**src/hdl/msadpcm_pkg.sv**
```systemverilog
package msadpcm_pkg;

   localparam int NUM_COEF_PAIRS = 8;
   localparam int COEF_AW = (NUM_COEF_PAIRS > 1) ? $clog2(NUM_COEF_PAIRS) : 1;

   localparam int ADAPT_W = 10;
   localparam logic [15:0] DELTA_FLOOR = 16'd16;
   localparam logic [15:0] SPB_MIN = 16'd2;

   typedef enum logic [1:0] {
      OP_HEADER = 2'd0,
      OP_DATA   = 2'd1,
      OP_COEF   = 2'd2
   } op_type;

   typedef enum logic [0:0] {
      CSR_STEREO = 1'b0,
      CSR_SPB    = 1'b1
   } csr_idx_type;

   typedef enum logic [2:0] {
      ST_IDLE,
      ST_HDR,
      ST_READ,
      ST_COEF,
      ST_MUL1,
      ST_MUL2,
      ST_SUM,
      ST_OUT
   } state_type;

   typedef struct packed {
      logic [1:0]         op;
      logic               channel;
      logic [2:0]         predictor_index;
      logic [15:0]        initial_delta;
      logic signed [15:0] initial_newer;
      logic signed [15:0] initial_older;
      logic [7:0]         data_byte;
      logic signed [15:0] coef_first;
      logic signed [15:0] coef_second;
   } req_type;

   typedef struct packed {
      logic signed [15:0] pcm_sample;
      logic               sample_channel;
      logic               last_of_item;
      logic               block_done;
   } rsp_type;

   typedef struct packed {
      logic [2:0]         predictor;
      logic [15:0]        delta;
      logic signed [15:0] newer;
      logic signed [15:0] older;
   } chan_state_type;

   // step size scale factors, x256
   function automatic logic [ADAPT_W-1:0] adapt_step(input logic [3:0] nib);
      logic [ADAPT_W-1:0] f;
      case (nib)
         4'd4, 4'd12:  f = ADAPT_W'(307);
         4'd5, 4'd11:  f = ADAPT_W'(409);
         4'd6, 4'd10:  f = ADAPT_W'(512);
         4'd7, 4'd9:   f = ADAPT_W'(614);
         4'd8:         f = ADAPT_W'(768);
         default:      f = ADAPT_W'(230);
      endcase
      return f;
   endfunction

endpackage

```
**src/hdl/ms_adpcm_block_decoder.sv**
```systemverilog
// Microsoft ADPCM block decoder, mono or stereo. Load coefficient pairs with
// coefficient-write transactions first, then send one header per channel
// (the channel 1 header starts a stereo block) followed by data bytes. A
// block-starting header emits its history samples (2 mono, 4 stereo). Each
// nibble of a data byte is a read-modify-write of the channel state memory
// through a coefficient memory read and one shared 16x16 multiplier used
// twice, stepping through the COEF, MUL1, MUL2, SUM and OUT states, with
// ST_READ before each later nibble. Output stalls hold the decoder until the
// result register is free; the result register lets the next transaction be
// accepted while the last sample still waits.
module ms_adpcm_block_decoder
   import msadpcm_pkg::*;
(
   input  logic        clock,
   input  logic        reset,
   input  logic        req_valid,
   output logic        req_ready,
   input  req_type     req_data,
   output logic        rsp_valid,
   input  logic        rsp_ready,
   output rsp_type     rsp_data,
   input  logic        csr_valid,
   output logic        csr_ready,
   input  logic [0:0]  csr_index,
   input  logic [15:0] csr_data
);

   // configuration and block control
   logic        stereo_ff;
   logic [15:0] spb_ff;
   logic [15:0] frames_left_ff, frames_left_in;

   state_type   state_ff, state_in;
   req_type     item_ff;
   logic [1:0]  emit_idx_ff, emit_idx_in;
   logic        nib_idx_ff, nib_idx_in;

   // memories
   chan_state_type       chan_mem [2];
   logic [1:0]           chan_vld_ff;
   chan_state_type       chan_rd_ff;
   logic                 chan_rd_vld_ff;
   logic [31:0]          coef_mem [NUM_COEF_PAIRS];
   logic [31:0]          coef_rd_ff;
   logic                 coef_ok_ff;

   logic                 chan_we, chan_re, coef_we, coef_re;
   logic                 chan_waddr, chan_raddr;
   chan_state_type       chan_wdata;

   // datapath
   logic signed [31:0]   prod1_ff, prod2_ff;
   logic signed [24:0]   pred_ff;
   logic signed [20:0]   dcode_ff;
   logic [15:0]          nd_ff;

   rsp_type              rsp_ff, rsp_in;
   logic                 rsp_valid_ff;
   logic                 rsp_load, rsp_free;

   logic                 accept, hdr_start, data_start, item_write;
   logic                 cur_ch;
   logic [3:0]           nib;
   chan_state_type       cs_eff;
   logic signed [15:0]   coef1, coef2, mul_a, mul_b;
   logic signed [31:0]   mul_out;
   logic [25:0]          nd_prod;
   logic [17:0]          nd_scaled;
   logic signed [20:0]   dcode_in;
   logic signed [32:0]   psum, psum_adj;
   logic signed [25:0]   ns_sum;
   logic signed [15:0]   ns;
   logic [15:0]          spb_eff;
   logic [15:0]          fl_dec;
   logic                 dec_now, nib_last;
   logic                 hdr_ch, hdr_newer, hdr_last;
   logic signed [15:0]   hdr_sample;

   assign accept   = req_valid && req_ready;
   assign rsp_free = !rsp_valid_ff || rsp_ready;
   assign csr_ready = 1'b1;
   assign rsp_valid = rsp_valid_ff;
   assign rsp_data  = rsp_ff;

   assign cs_eff  = chan_rd_vld_ff ? chan_rd_ff : '0;
   assign cur_ch  = stereo_ff && nib_idx_ff;
   assign nib     = nib_idx_ff ? item_ff.data_byte[3:0] : item_ff.data_byte[7:4];
   assign spb_eff = (spb_ff < SPB_MIN) ? SPB_MIN : spb_ff;

   assign hdr_start  = (req_data.op == OP_HEADER) &&
                       (stereo_ff ? req_data.channel : !req_data.channel);
   assign item_write = (req_data.op == OP_HEADER) && (stereo_ff || !req_data.channel);
   assign data_start = (req_data.op == OP_DATA) && (frames_left_ff != 16'd0);

   // arithmetic
   assign coef1 = coef_ok_ff ? $signed(coef_rd_ff[15:0])  : 16'sd0;
   assign coef2 = coef_ok_ff ? $signed(coef_rd_ff[31:16]) : 16'sd0;
   assign mul_a = (state_ff == ST_MUL1) ? cs_eff.newer : cs_eff.older;
   assign mul_b = (state_ff == ST_MUL1) ? coef1 : coef2;
   assign mul_out = mul_a * mul_b;

   assign nd_prod   = 26'(cs_eff.delta) * 26'(adapt_step(nib));
   assign nd_scaled = nd_prod[25:8];
   assign dcode_in  = $signed({1'b0, cs_eff.delta}) * $signed(nib);

   // truncate toward zero: bias negative sums before the shift
   assign psum     = {prod1_ff[31], prod1_ff} + {prod2_ff[31], prod2_ff};
   assign psum_adj = psum + (psum[32] ? 33'sd255 : 33'sd0);

   assign ns_sum = {pred_ff[24], pred_ff} + {{5{dcode_ff[20]}}, dcode_ff};
   always_comb begin
      if (ns_sum < -26'sd32767) begin
         ns = -16'sd32767;
      end else if (ns_sum > 26'sd32767) begin
         ns = 16'sd32767;
      end else begin
         ns = ns_sum[15:0];
      end
   end

   assign dec_now  = !stereo_ff || nib_idx_ff;
   assign fl_dec   = dec_now ? frames_left_ff - 16'd1 : frames_left_ff;
   assign nib_last = nib_idx_ff || (!stereo_ff && fl_dec == 16'd0);

   // header emission order: older of each channel, then newer of each channel
   assign hdr_ch     = stereo_ff && emit_idx_ff[0];
   assign hdr_newer  = stereo_ff ? emit_idx_ff[1] : emit_idx_ff[0];
   assign hdr_last   = stereo_ff ? (emit_idx_ff == 2'd3) : (emit_idx_ff == 2'd1);
   always_comb begin
      if (hdr_ch == item_ff.channel) begin
         hdr_sample = hdr_newer ? item_ff.initial_newer : item_ff.initial_older;
      end else begin
         hdr_sample = hdr_newer ? cs_eff.newer : cs_eff.older;
      end
   end

   // next state
   always_comb begin
      state_in = state_ff;
      unique case (state_ff)
         ST_IDLE: begin
            if (accept && hdr_start) begin
               state_in = ST_HDR;
            end else if (accept && data_start) begin
               state_in = ST_COEF;
            end
         end
         ST_HDR: begin
            if (rsp_free && hdr_last) begin
               state_in = ST_IDLE;
            end
         end
         ST_READ: state_in = ST_COEF;
         ST_COEF: state_in = ST_MUL1;
         ST_MUL1: state_in = ST_MUL2;
         ST_MUL2: state_in = ST_SUM;
         ST_SUM:  state_in = ST_OUT;
         ST_OUT: begin
            if (rsp_free) begin
               state_in = nib_last ? ST_IDLE : ST_READ;
            end
         end
         default: state_in = ST_IDLE;
      endcase
   end

   // outputs and control
   always_comb begin
      req_ready      = 1'b0;
      chan_we        = 1'b0;
      chan_waddr     = 1'b0;
      chan_wdata     = '0;
      chan_re        = 1'b0;
      chan_raddr     = 1'b0;
      coef_we        = 1'b0;
      coef_re        = 1'b0;
      rsp_load       = 1'b0;
      rsp_in         = '0;
      frames_left_in = frames_left_ff;
      emit_idx_in    = emit_idx_ff;
      nib_idx_in     = nib_idx_ff;
      unique case (state_ff)
         ST_IDLE: begin
            req_ready   = 1'b1;
            emit_idx_in = 2'd0;
            nib_idx_in  = 1'b0;
            if (accept) begin
               // channel 0 state feeds both a stereo header and a data byte
               chan_re    = 1'b1;
               chan_raddr = 1'b0;
               coef_we    = (req_data.op == OP_COEF) &&
                            (int'(req_data.predictor_index) < NUM_COEF_PAIRS);
               chan_we    = item_write;
               chan_waddr = req_data.channel;
               chan_wdata = '{predictor: req_data.predictor_index,
                              delta:     req_data.initial_delta,
                              newer:     req_data.initial_newer,
                              older:     req_data.initial_older};
               if (hdr_start) begin
                  frames_left_in = spb_eff - SPB_MIN;
               end
            end
         end
         ST_HDR: begin
            if (rsp_free) begin
               rsp_load    = 1'b1;
               rsp_in      = '{pcm_sample:     hdr_sample,
                               sample_channel: hdr_ch,
                               last_of_item:   hdr_last,
                               block_done:     hdr_last && (frames_left_ff == 16'd0)};
               emit_idx_in = emit_idx_ff + 2'd1;
            end
         end
         ST_READ: begin
            chan_re    = 1'b1;
            chan_raddr = cur_ch;
         end
         ST_COEF: begin
            coef_re = 1'b1;
         end
         ST_OUT: begin
            if (rsp_free) begin
               rsp_load       = 1'b1;
               rsp_in         = '{pcm_sample:     ns,
                                  sample_channel: cur_ch,
                                  last_of_item:   nib_last,
                                  block_done:     dec_now && (fl_dec == 16'd0)};
               chan_we        = 1'b1;
               chan_waddr     = cur_ch;
               chan_wdata     = '{predictor: cs_eff.predictor,
                                  delta:     nd_ff,
                                  newer:     ns,
                                  older:     cs_eff.newer};
               frames_left_in = fl_dec;
               nib_idx_in     = 1'b1;
            end
         end
         default: begin
         end
      endcase
   end

   // memories
   always_ff @(posedge clock) begin
      if (chan_we) begin
         chan_mem[chan_waddr] <= chan_wdata;
      end
      if (chan_re) begin
         chan_rd_ff     <= chan_mem[chan_raddr];
         chan_rd_vld_ff <= chan_vld_ff[chan_raddr];
      end
      if (coef_we) begin
         coef_mem[COEF_AW'(req_data.predictor_index)] <=
            {req_data.coef_second, req_data.coef_first};
      end
      if (coef_re) begin
         coef_rd_ff <= coef_mem[COEF_AW'(cs_eff.predictor)];
         coef_ok_ff <= int'(cs_eff.predictor) < NUM_COEF_PAIRS;
      end
   end

   // datapath registers
   always_ff @(posedge clock) begin
      if (accept) begin
         item_ff <= req_data;
      end
      if (state_ff == ST_COEF) begin
         nd_ff <= (nd_scaled < 18'(DELTA_FLOOR)) ? DELTA_FLOOR : nd_scaled[15:0];
      end
      if (state_ff == ST_MUL1) begin
         prod1_ff <= mul_out;
      end
      if (state_ff == ST_MUL2) begin
         prod2_ff <= mul_out;
         dcode_ff <= dcode_in;
      end
      if (state_ff == ST_SUM) begin
         pred_ff <= psum_adj[32:8];
      end
      if (rsp_load) begin
         rsp_ff <= rsp_in;
      end
      emit_idx_ff <= emit_idx_in;
      nib_idx_ff  <= nib_idx_in;
   end

   // control registers
   always_ff @(posedge clock) begin
      if (reset) begin
         state_ff       <= ST_IDLE;
         rsp_valid_ff   <= 1'b0;
         frames_left_ff <= 16'd0;
         chan_vld_ff    <= 2'b00;
         stereo_ff      <= 1'b0;
         spb_ff         <= SPB_MIN;
      end else begin
         state_ff       <= state_in;
         frames_left_ff <= frames_left_in;
         if (rsp_load) begin
            rsp_valid_ff <= 1'b1;
         end else if (rsp_ready) begin
            rsp_valid_ff <= 1'b0;
         end
         if (chan_we) begin
            chan_vld_ff[chan_waddr] <= 1'b1;
         end
         if (csr_valid && csr_ready) begin
            unique case (csr_index)
               CSR_STEREO: stereo_ff <= csr_data[0];
               CSR_SPB:    spb_ff    <= csr_data;
               default: begin
               end
            endcase
         end
      end
   end

endmodule

```
**config.mk**
```make
export PLATFORM = sky130hd
export DESIGN_NAME = ms_adpcm_block_decoder
export DESIGN_NICKNAME = d
export VERILOG_FILES = /design/src/hdl/msadpcm_pkg.sv /design/src/hdl/ms_adpcm_block_decoder.sv
export SDC_FILE = /design/constraint.sdc
export NUM_CORES = 2
export LEC_CHECK = 0
export ABC_AREA = 1
export BUFFER_PORTS_ARGS = -buffer_cell sky130_fd_sc_hd__buf_2
export CELL_PAD_IN_SITES_DETAIL_PLACEMENT = 0
export CELL_PAD_IN_SITES_GLOBAL_PLACEMENT = 1
export CORE_AREA = 2 2 374 376
export DETAILED_ROUTE_END_ITERATION = 10
export DIE_AREA = 0 0 376 378
export HOLD_SLACK_MARGIN = 0.1
export PLACE_DENSITY_LB_ADDON = 0.2
export SETUP_SLACK_MARGIN = 0.5
export SYNTH_ARGS = -nofsm -noshare
export SYNTH_HDL_FRONTEND = slang
export SYNTH_SLANG_ARGS = --single-unit
```
**constraint.sdc**
```tcl
create_clock -name clock -period 22.4 [get_ports clock]
set_input_delay 3.36 -clock clock [delete_from_list [all_inputs] [get_ports clock]]
set_output_delay 3.36 -clock clock [all_outputs]
set_load 0.02 [all_outputs]
```
## Word-level counts from Yosys, hierarchy flattened

Memory sizes are Yosys's and may differ from the RTL's. A register that Yosys moved wholly into a read port is not among the register bits.
Index checks and enable logic that the tools add are counted.

- Add/subtract/negate cells: 6
- $mul: 3
- $lt $le $gt $ge: 7
- Equality and inequality tests: 18
- Muxes and demuxes: 59
- Bitwise logic cells: 2
- Reductions and logical operators: 35

Operators with widths:

| operator | number |
|---|---|
| $mux 16 | 12 |
| $mux 51 | 3 |
| $pmux 51 s2 | 1 |
| $mux 19 | 2 |
| $pmux 19 s2 | 1 |
| $add 32x32->33 | 1 |
| $add 33x9->33 | 1 |
| $logic_not 16->1 | 2 |
| $mul 16x16->32 | 1 |
| $pmux 16 s2 | 1 |
| $add 25x21->26 | 1 |
| $gt 26x16->1 const B | 1 |
| $lt 26x16->1 const B | 1 |
| $mul 16x10->26 | 1 |
| $mux 1 | 24 |
| $pmux 3 s8 | 1 |
| $mul 17x4->21 | 1 |
| $lt 18x5->1 const B | 1 |
| $lt 16x2->1 const B | 1 |
| $reduce_bool 16->1 | 1 |
| $sub 16x1->16 const B | 1 |
| $sub 16x2->16 const B | 1 |
| $logic_and 1x1->1 | 13 |
| $eq 3x3->1 const B | 4 |
| other kinds (28) | 53 |

- Flip-flop bits (word level): 229
- Bits in writable memories: 358
- Memory bits (read-only): 160
- Word-level logic and storage cells: 155
- Memories: 3

Memories:

| name | words | bits a word | rd ports | clocked after memory_dff | write ports | line | RTL |
|---|---|---|---|---|---|---|---|
| coef_mem | 8 | 32 | 1 | 1 | 1 | ms_adpcm_block_decoder.sv:43 | `logic [31:0] coef_mem [NUM_COEF_PAIRS];` |
| (no name shown) | 16 | 10 | 1 | 0 | 0 | msadpcm_pkg.sv:61 | `case (nib)` |
| chan_mem | 2 | 51 | 1 | 1 | 1 | ms_adpcm_block_decoder.sv:39 | `chan_state_type chan_mem [2];` |

## Longest topological paths before layout

- Depth after elaboration: 10
- Depth in mapped cells: 40
- Gate-level depth less buffers: 38

## Worst setup path before layout

No wires, ideal clock.

- Kind: register to register
- From: register state_ff[2]
- To: register prod1_ff[30] (data pin)
- Arrival time: 7.680 ns
- Data required time: 22.119 ns
- Setup slack: 14.439 ns
- Stages on the path, launching flop included: 24
- Path buffers: 1
- Period minus slack after synthesis: 7.961 ns
- Path through: dfxtp_1 > inv_1 > nor3_2 > inv_1 > buf_2 > o21ai_2 > clkinv_1 > nor2_1 > fa_1 > fa_1 > inv_1 > fa_1 > fa_1 > fa_1 > fa_1 > inv_1 > ha_1 > a21oi_1 > nor2_1 > nor2_1 > nor2_1 > a2111oi_0 > o311ai_0 > xor2_1

- Cells in the longest elaborated chain, start to end: 3
- Elaborated cells on any way between the ends: 4
- Those cells by class: mul: 1; eq/ne: 1; mux: 2

RTL lines:

| element | line | RTL |
|---|---|---|
| from (decl) | ms_adpcm_block_decoder.sv:33 | `state_type state_ff, state_in;` |
| from (signal assigned) | ms_adpcm_block_decoder.sv:297 | `state_ff <= state_in;` |
| $eq 3x3->1 (*) | ms_adpcm_block_decoder.sv:98, ms_adpcm_block_decoder.sv:99 |  |
| $mux 16, on equally long branches | ms_adpcm_block_decoder.sv:98, ms_adpcm_block_decoder.sv:99 |  |
| $mul 16x16->32 (*) | ms_adpcm_block_decoder.sv:100 | `assign mul_out = mul_a * mul_b;` |
| named net mul_out[30] | ms_adpcm_block_decoder.sv:66 | `logic signed [31:0] mul_out;` |
| to (signal assigned) | ms_adpcm_block_decoder.sv:271 | `prod1_ff <= mul_out;` |
| to (decl) | ms_adpcm_block_decoder.sv:52 | `logic signed [31:0] prod1_ff, prod2_ff;` |

Mark *: on every way through the listed nets, which the timed path passes. The rest lies on a longest branch.
A chain may end at the register's enable or synchronous reset.

## Worst setup path after layout

- From: register state_ff[2]
- To: register prod2_ff[30] (data pin)

- Cells in the longest elaborated chain, start to end: 3
- Elaborated cells on any way between the ends: 4
- Those cells by class: mul: 1; eq/ne: 1; mux: 2

RTL lines:

| element | line | RTL |
|---|---|---|
| $eq 3x3->1 (*) | ms_adpcm_block_decoder.sv:98, ms_adpcm_block_decoder.sv:99 |  |
| $mux 16, on equally long branches | ms_adpcm_block_decoder.sv:98, ms_adpcm_block_decoder.sv:99 |  |
| $mul 16x16->32 (*) | ms_adpcm_block_decoder.sv:100 |  |
| named net mul_out[30] | ms_adpcm_block_decoder.sv:66 |  |
| to (signal assigned) | ms_adpcm_block_decoder.sv:274 | `prod2_ff <= mul_out;` |
| to (decl) | ms_adpcm_block_decoder.sv:52 |  |

Marked as above.

==> summary.txt <==
Outcome
  – Outcome: finished clean

Yosys
  – Syn avg cell area: approximately 9.4 um2
  – Async SR Flop Fraction: 0%
  – Cell count after synthesis: between 5000 and 6000
  – Area fraction of the dominant cell type after synthesis: between 30% and 40%
  – Top_reg_cell synth: edfxtp_1
  – Top area cells in the synthesized netlist: edfxtp_1, fa_1, nand2_1
  – Seq cells post-synth: 670
  – Largest family of logic cells by synthesized area: adder cells
  – Synth Area in Compound Gates: slightly below 7%
  – Post-Synth Simple-Gate Area: 17.53%
  – Register area share after synthesis: between 40% and 50%
  – YS warnings: 0
  – EDFF count, synth: ~630
  – Synthesized net count: just under 6000
  – Area leader, netlist: edfxtp_1
  – Mux cell area share after synthesis: around 1.2%
  – Most numerous cell in the Yosys netlist: nand2_1
  – Mapped cell area: ~48000 um2
  – Post-synth top cells: nand2_1, inv_1, edfxtp_1, nor2_1, fa_1
  – Synth Area in XOR/XNOR: 2.232%
  – Library cells used by synthesis: 57
  – Adder-Cell Fraction of Synth Area: approximately a quarter

Route
  – Post-DRT Antenna Nets: 0
  – DR vias: 34770
  – Vias per inst: between 4 and 5
  – Routed wire length: roughly 140000 um
  – Post-route DRC: 0
  – Drt pass-1 iters: 7
  – Wire per inst: 19.98 um
  – 1st-iter DRT viols: 2534

Run
  – MaxCap Viol Count: 0

Clocking
  – Post-CTS Resized: 0
  – Clk root buf: clkbuf_16
  – Inserted Clock Buffers: between 70 and 80
  – CTS tree: built
  – Clk slew on worst S/H paths: roughly 0.06 ns
  – # hold bufs at CTS: 0
  – Clock H-tree levels: 3
  – # Post-CTS Setup Buffers: 0
  – Clock Path Buffers: 3
  – Clk_lat worst skew: around 0.7 ns
  – Clock sink total: 670

Place
  – Routability cong.: 0.9018
  – DP HPWL: 108300 um
  – Port Buffer Count: about 140

Critical path
  – R2R setup slack: ~14 ns
  – Worst r2r path cells: 23
  – CP required: between 20 and 25 ns
  – Arr. time, crit path: a little under 9 ns
  – CP max FO: 37
  – Crit start category: flip-flop
  – Crit. End Element: flip-flop
  – Worst setup path class: reg -> reg

Floorplan
  – Die ar.: 142100 um2
  – Die Span Y: around 380 um
  – Boundary Pins: approximately 140
  – Core region area: 138500 um2
  – Cell Rows: 137
  – Die width: 376 um
  – Starting density of the core: about a third

GRT
  – Total Routing Usage GR: between 20% and 30%
  – Initial antenna violation count: 12
  – Overflow after GRT: 0
  – Vias in the first global route: around 35000
  – Largest net degree at the start of global routing: 88
  – First-pass GRT wire length: around 220000 um

Hold path
  – Min-Delay Path Class: reg -> reg
  – Hold Path Stages: 2

Layout
  – Final Net Count: ~6000
  – Share of layout cells above drive strength 1: under 10%
  – Layout Area Growth over Synthesis: 11.75%

STA
  – Worst rel slew slack: ~16%
  – RSZ-0062 raised after global routing: false
  – Final TNS setup: 0 ns
  – # setup viols final: 0
  – Max-slew violation count: 0
  – Final Hold Vio Count: 0
  – Worst Max-Slew Pin Slew: around 1.2 ns
  – Fin crit share: a little under two fifths
  – Minimum clock period: 8.540 ns
  – Achievable frequency: approximately 120 MHz
  – Worst Skew: 0.07583 ns
final timing paths:
check                       to         from
setup / recovery  prod2_ff[30]  state_ff[2]
hold / removal       spb_ff[0]    spb_ff[0]
setup reg to reg  prod2_ff[30]  state_ff[2]
hold reg to reg      spb_ff[0]    spb_ff[0]
cells in the final DEF (no fill, tap or decap), types with 51 or more instances in the layout:
master	instances
a21oi_1	197
a31oi_1	64
buf_2	136
buf_4	53
clkbuf_16	78
edfxtp_1	631
fa_1	402
ha_1	255
inv_1	821
mux2_2	51
nand2_1	1159
nand3_1	173
nand4_1	72
nor2_1	509
o21ai_0	186
xor2_1	77
layer usage:
| layer | vias up | track usage (%) | wire length [um] |
|---|---|---|---|
| li1 | 16790 | - | - |
| met1 | 17020 | 29.01 | 67520 |
| met2 | 798 | 32.12 | 64190 |
| met3 | 164 | 2.889 | 7321 |
| met4 | 10 | 4.498 | 2698 |
| met5 | - | 0 | 51 |
sequential cells by signal, summed over array words and instances, names as in the netlist, 21 cells and up:
register and cells:
pred_ff 25, item_ff 41, dcode_ff 21, chan_rd_ff 51, prod2_ff 32, coef_rd_ff 32, coef_mem 256, chan_mem 102
prod1_ff 32
area by class of cell:
| type | instances | area [um2] |
|---|---|---|
| Sequential cell | 670 | 19730 |
| Tap cell | 1807 | 2261 |
| Antenna cell | 7 | 17.52 |
| Fill cell | 14040 | 84890 |
| Clock buffer | 92 | 2014 |
| Clock inverter | 53 | 650.6 |
| Multi-Input combinational cell | 3441 | 24720 |
| Timing Repair Buffer | 189 | 1079 |
| Inverter | 837 | 3144 |
cell families after synthesis:
group                      Yosys count
buffers and inverters              971
DFF                                670
AOI/OAI and AO/OA                  566
and+or+nand+nor                   2047
other                                1
muxes                               52
adders and majority gates          657
xor gates and xnor gates           118
per-stage QoR:
stage	utilization, %	hold WS [ns]	std cells	worst slack (ns)	instance area, um2
global route	38.70	0.4870	7089	13.25	53600
finish	38.71	0.4600	7096	13.86	53610
global placement	36.77	0.4564	6944	14.06	50930
CTS	38.70	0.4638	7089	13.79	53600
detailed placement	36.77	0.4552	6944	13.93	50930
floorplan	-	0.4307	5082	14.44	47980
worst max-delay path, stage by stage, from the launching register on:
cell and delay, ns:
dfxtp_1 0.40, inv_1 0.13, nor3_4 0.12, buf_4 0.48, inv_2 0.31, o21ai_1 1.03
inv_1 0.27, nor2_1 0.37, fa_1 0.50, fa_1 0.79, inv_1 0.11, fa_1 0.47
fa_1 0.45, fa_1 0.49, fa_1 0.51, inv_1 0.04, ha_1 0.33, a21oi_1 0.23
nor2_1 0.07, nor2_1 0.13, nor2_1 0.06, a2111oi_0 0.35, o311ai_0 0.31, xor2_1 0.22
Power is not shown: default switching activity piles up to over one toggle a cycle in this logic, so the estimate is an artifact.
